==> config.mk <==
export PLATFORM = sky130hd
export DESIGN_NAME = ddt_tri_select
export DESIGN_NICKNAME = d
export VERILOG_FILES = /design/src/design/ddt_pkg.sv /design/src/design/ddt_tri_select.sv
export SDC_FILE = /design/constraint.sdc
export NUM_CORES = 1
export LEC_CHECK = 0
export CORE_MARGIN = 5
export CORE_UTILIZATION = 25
export DETAILED_ROUTE_END_ITERATION = 8
export DONT_BUFFER_PORTS = 1
export PLACE_DENSITY = 0.42
export SYNTH_ARGS = -nofsm -noshare
export SYNTH_HDL_FRONTEND = slang
export SYNTH_SLANG_ARGS = --single-unit
==> constraint.sdc <==
create_clock -name vclk -period 10.7
set_input_delay 1.605 -clock vclk [all_inputs]
set_output_delay 1.605 -clock vclk [all_outputs]
set_load 0.02 [all_outputs]
==> src/design/ddt_pkg.sv <==
`timescale 1ns / 1ps

package ddt_pkg;

    localparam int FRAC_BITS_DEFAULT = 8;
    localparam int PIX_W             = 8;
    localparam int IN_DATA_W         = 48;
    localparam int OUT_DATA_W        = 8;
    localparam int TAPS              = 3;

    typedef logic [PIX_W-1:0] pixel_t;

    // last member sits in the lowest bits, so this matches the tdata layout
    typedef struct packed {
        pixel_t frac_y;
        pixel_t frac_x;
        pixel_t bottom_right;
        pixel_t bottom_left;
        pixel_t top_right;
        pixel_t top_left;
    } pix_item_t;

endpackage

==> src/design/ddt_tri_select.sv <==
`timescale 1ns / 1ps

module ddt_tri_select #(
    parameter int FRAC_BITS = ddt_pkg::FRAC_BITS_DEFAULT
) (
    input  ddt_pkg::pix_item_t                             item,
    output logic [ddt_pkg::TAPS-1:0][FRAC_BITS+1:0]        weight,
    output ddt_pkg::pixel_t [ddt_pkg::TAPS-1:0]            pixel
);

    localparam int W = FRAC_BITS + 2;
    localparam logic [31:0]  FRAC_LIM = (32'd1 << FRAC_BITS) - 32'd1;
    localparam logic [W-1:0] ONE      = W'(1) << FRAC_BITS;
    localparam logic [W-1:0] TOTAL    = W'(1) << (FRAC_BITS + 1);

    logic [W-1:0]         fx;
    logic [W-1:0]         fy;
    ddt_pkg::pixel_t      asc_diff;
    ddt_pkg::pixel_t      desc_diff;

    // fractions of one or more saturate just below one
    always_comb
    begin
        fx = (32'(item.frac_x) > FRAC_LIM) ? FRAC_LIM[W-1:0] : W'(item.frac_x);
        fy = (32'(item.frac_y) > FRAC_LIM) ? FRAC_LIM[W-1:0] : W'(item.frac_y);
    end

    always_comb
    begin
        asc_diff  = (item.bottom_left > item.top_right)
                  ? item.bottom_left - item.top_right
                  : item.top_right - item.bottom_left;
        desc_diff = (item.top_left > item.bottom_right)
                  ? item.top_left - item.bottom_right
                  : item.bottom_right - item.top_left;
    end

    // diagonal tie goes to the second pair of triangles
    always_comb
    begin
        if (asc_diff > desc_diff)
        begin
            if (fy > fx)
            begin
                weight[0] = ONE - fy;
                weight[1] = fx;
                pixel[0]  = item.top_left;
                pixel[1]  = item.bottom_right;
                pixel[2]  = item.bottom_left;
            end
            else
            begin
                weight[0] = ONE - fx;
                weight[1] = fy;
                pixel[0]  = item.top_left;
                pixel[1]  = item.bottom_right;
                pixel[2]  = item.top_right;
            end
        end
        else
        begin
            if ((fx + fy) < ONE)
            begin
                weight[0] = fx;
                weight[1] = fy;
                pixel[0]  = item.top_right;
                pixel[1]  = item.bottom_left;
                pixel[2]  = item.top_left;
            end
            else
            begin
                weight[0] = ONE - fy;
                weight[1] = ONE - fx;
                pixel[0]  = item.top_right;
                pixel[1]  = item.bottom_left;
                pixel[2]  = item.bottom_right;
            end
        end
        weight[2] = TOTAL - weight[0] - weight[1];
    end

endmodule

Word level (Yosys, flattened, before mapping). Index checks and enable logic that the tools add are counted.

Bits of input ports: 48. Word-level logic and storage cells: 22. Memory bits (read-only): 0. Memory bits (writable): 0. Memories: 0. Register bits after elaboration: 0. Latch bits: 0. Output and inout port bits: 54.

$mul: 0. Bitwise operators: 0. Reductions and logical operators: 0. Add/subtract/negate cells: 9. Multiplexer cells: 8. Eq/ne operators: 0. Div/mod/pow operators: 0. $lt $le $gt $ge: 5. Shift operators: 0.

Operator list (count): $mux 24 (3); $mux 20 (2); $gt 8x8->1 (4); $sub 8x8->8 (4); $sub 9x8->10 const A (2); $mux 18 (1); $mux 8 (2); $sub 10x10->10 (1); $sub 10x10->10 const A (1); $add 8x8->9 (1); $lt 9x9->1 const B (1).

Depth between registers and ports, before layout.
Depth after elaboration: 6. Depth in mapped cells: 29. Depth with buffers taken out: 28.

Worst setup path after synthesis. No wires, ideal clock.

Kind: in2out. Start point: in item[16] in the netlist's numbering. End point: out weight[29] in the netlist's numbering. Stages: 28. Arrival time: 7365 ps. Setup slack: 1730 ps. Path through: inv_1 -> ha_1 -> inv_1 -> fa_1 -> a21o_1 -> nand4_1 -> nor3b_1 -> nor2b_1 -> o31ai_4 -> mux2_2 -> ha_1 -> nor2b_1 -> o211ai_1 -> a21oi_1 -> o22ai_1 -> mux2_2 -> buf_2 -> a21oi_1 -> ha_1 -> inv_1 -> ha_1 -> fa_1 -> a21o_1 -> a21oi_1 -> nor2b_1 -> o21ai_0 -> a21oi_1 -> xnor2_1.

RTL lines: start: declaration (line ddt_tri_select.sv:6) `input ddt_pkg::pix_item_t item,`; end: declaration (line ddt_tri_select.sv:7) `output logic [ddt_pkg::TAPS-1:0][FRAC_BITS+1:0] weight,`.

==> reports/results.tsv <==
stage	metric	value	unit
critical_path	cp.buffers_inverters	4	
final_layout	area_growth	4.23	%
global_route	grt_max_degree	33	
timing	setup_viol	0	
timing	fin_crit	9570	ps
timing	drv_slew	0	
final_layout	n_antenna_cell	0	
clock_network	cts_resized	0	
floorplanning	die-area	16000	sq um
logic_synthesis	yosysTopAreaCellShare	26.9	%
timing	min_period_over_period	89.5	%
critical_path	cp_max_fo	17	
final_layout	fin_cells	632	
critical_path	timing_worst_setup_path_type	in -> out	
floorplanning	row_count	42	
critical_path	crit_arrival	7970	ps
route	routed-via-count	3292	
global_route	grt_pass1_vias	3222	
route	first_pass_iters	4	
critical_path	crit_start	item[16]	
logic_synthesis	synthMostInstantiatedCell	ha_1	
critical_path	crit_required	9100	ps
floorplanning	ios	102	
logic_synthesis	netlist_instances	474	
power	ir_drop	0.000314	V
timing	rsz0062_at_grt	no	
placed_design	io_buffers	0	
placed_design	hpwl	9740	um
critical_path	end_kind	output port	
global_route	antenna_found_initial	0	
run	max_cap_viol_count	0	
status	status	finished clean	
final_layout	drive_gt1_share	5.04	%
critical_path	cp-endpoint	weight[29]	
power	leakage	1.72	nW
critical_path	cp.depth	28	
timing	fin_tns_setup	0	ps
logic_synthesis	ys_top_cells_by_count	ha_1, inv_1, a21oi_1, o21ai_0, nand2_1	
logic_synthesis	ys_seq_area_share	0	%
route	drt-initial-drc-count	147	
floorplanning	initial_core_util	25.6	%
global_route	grt.overflow.total	0	
route	ant_nets	0	
floorplanning	core_area	13300	sq um
final_layout	n_clock_buffer	0	
global_route	grt_usage	12.8	%
critical_path	start_kind	input pin	
logic_synthesis	syn_area	3400	sq um
logic_synthesis	synth_cell_type_count	55	
route	post_drt_wl_per_cell	17.6	um
hold_path	hp-class	in -> out	
logic_synthesis	yosysWarnings	0	
logic_synthesis	syn_area_per_cell	7.17	sq um
critical_path	slowest_delay	500	ps
floorplanning	die_w	127	um
clock_network	cts_setup_buffers	0	
route	viasPerCell	5.21	
route	drc	0	
timing	fmax	0.104	GHz
global_route	grt_pass1_wl	17100	um
logic_synthesis	ys_top_cells_by_area	ha_1, inv_1, mux2i_1, a21oi_1, o21ai_0	
timing	maxSlewHeadroom	35.3	%
route	finalWirelength	11100	um
placed_design	placed_cells	632	
critical_path	cp_top_family	compound AO/OA/AOI/OAI gates	
final_layout	seq_cells	0	
timing	finalHoldViolCount	0	
clock_network	holdBufCountCts	0	
final_layout	nets	584	
logic_synthesis	yosysTopAreaCell	ha_1	
power	cellPowerDensity	253	nW/um^2
floorplanning	fp.dieH	127	um
timing	tightest_slew	961	ps
placed_design	place_congestion	0.920	
critical_path	cp_slowest_cell	a21oi_1	
final_layout	regArea	0	sq um
==> cells by family (layout without fill, tap and decap cells) <==
| family | count (synthesis) | in the layout | synth area share [%] |
|---|---|---|---|
| other | 1 | 2 | 0.110 |
| adders and majority gates | 78 | 78 | 29.8 |
| buffers and inverters | 82 | 63 | 9.97 |
| and+or+nand+nor | 110 | 110 | 16.2 |
| muxes | 25 | 25 | 7.47 |
| xor gates and xnor gates | 25 | 25 | 6.44 |
| AOI/OAI and AO/OA | 153 | 153 | 30.0 |
==> worst min-delay path by stage <==
stage,startpoint,endpoint,depth (start not counted)
floorplan,item[34],weight[2],1
global placement,item[34],weight[2],1
detailed placement,item[34],weight[2],1
CTS,item[34],weight[2],1
global route,item[34],weight[2],1
finish,item[34],weight[2],1
==> layout by cell type, fill, tap and decap left out, types with 8 or more instances in the layout <==
| cell | n |
|---|---|
| nand2_1 | 37 |
| nor2_1 | 25 |
| inv_1 | 59 |
| a221oi_1 | 13 |
| mux2i_1 | 22 |
| a221o_1 | 9 |
| a21oi_1 | 42 |
| xnor2_1 | 18 |
| ha_1 | 73 |
| o21ai_0 | 42 |
| nand4_1 | 8 |
| a21o_1 | 13 |
==> through the flow <==
step / hold slack [ps] / utilization [%] / worst slack, ps / cell area [sq um] / total power, mW
after floorplan: 3400 / - / 1730 / 3400 / 0.757
after global placement: 3410 / 26.7 / 1210 / 3540 / 0.903
after detailed placement: 3410 / 26.7 / 1120 / 3540 / 0.904
after CTS: 3410 / 26.7 / 1080 / 3540 / 0.910
after global routing: 3420 / 26.7 / 694 / 3540 / 0.981
final: 3410 / 26.7 / 1130 / 3540 / 0.896
==> routing by layer <==
| metal | up-vias | share of wire (%) | GRT usage (%) |
|---|---|---|---|
| li1 | 1660 | - | - |
| met1 | 1540 | 40 | 14.5 |
| met2 | 88 | 51 | 24.5 |
| met3 | 4 | 8.9 | 4.08 |
| met4 | 0 | 0.32 | 0.442 |
| met5 | - | 0 | 0 |
==> area by class of cell <==
cell class,count,area (sq um)
inverter,59,221
fill,1503,9750
timing repair buffer,4,30.0
tap,176,220
multi-input combinational,393,3070
==> where the power goes <==
part	total, mW	internal, mW	switching [mW]
registers	0	0	0
clock network	0	0	0
logic	0.896	0.277	0.619
Power figures use the tool's default switching activity.
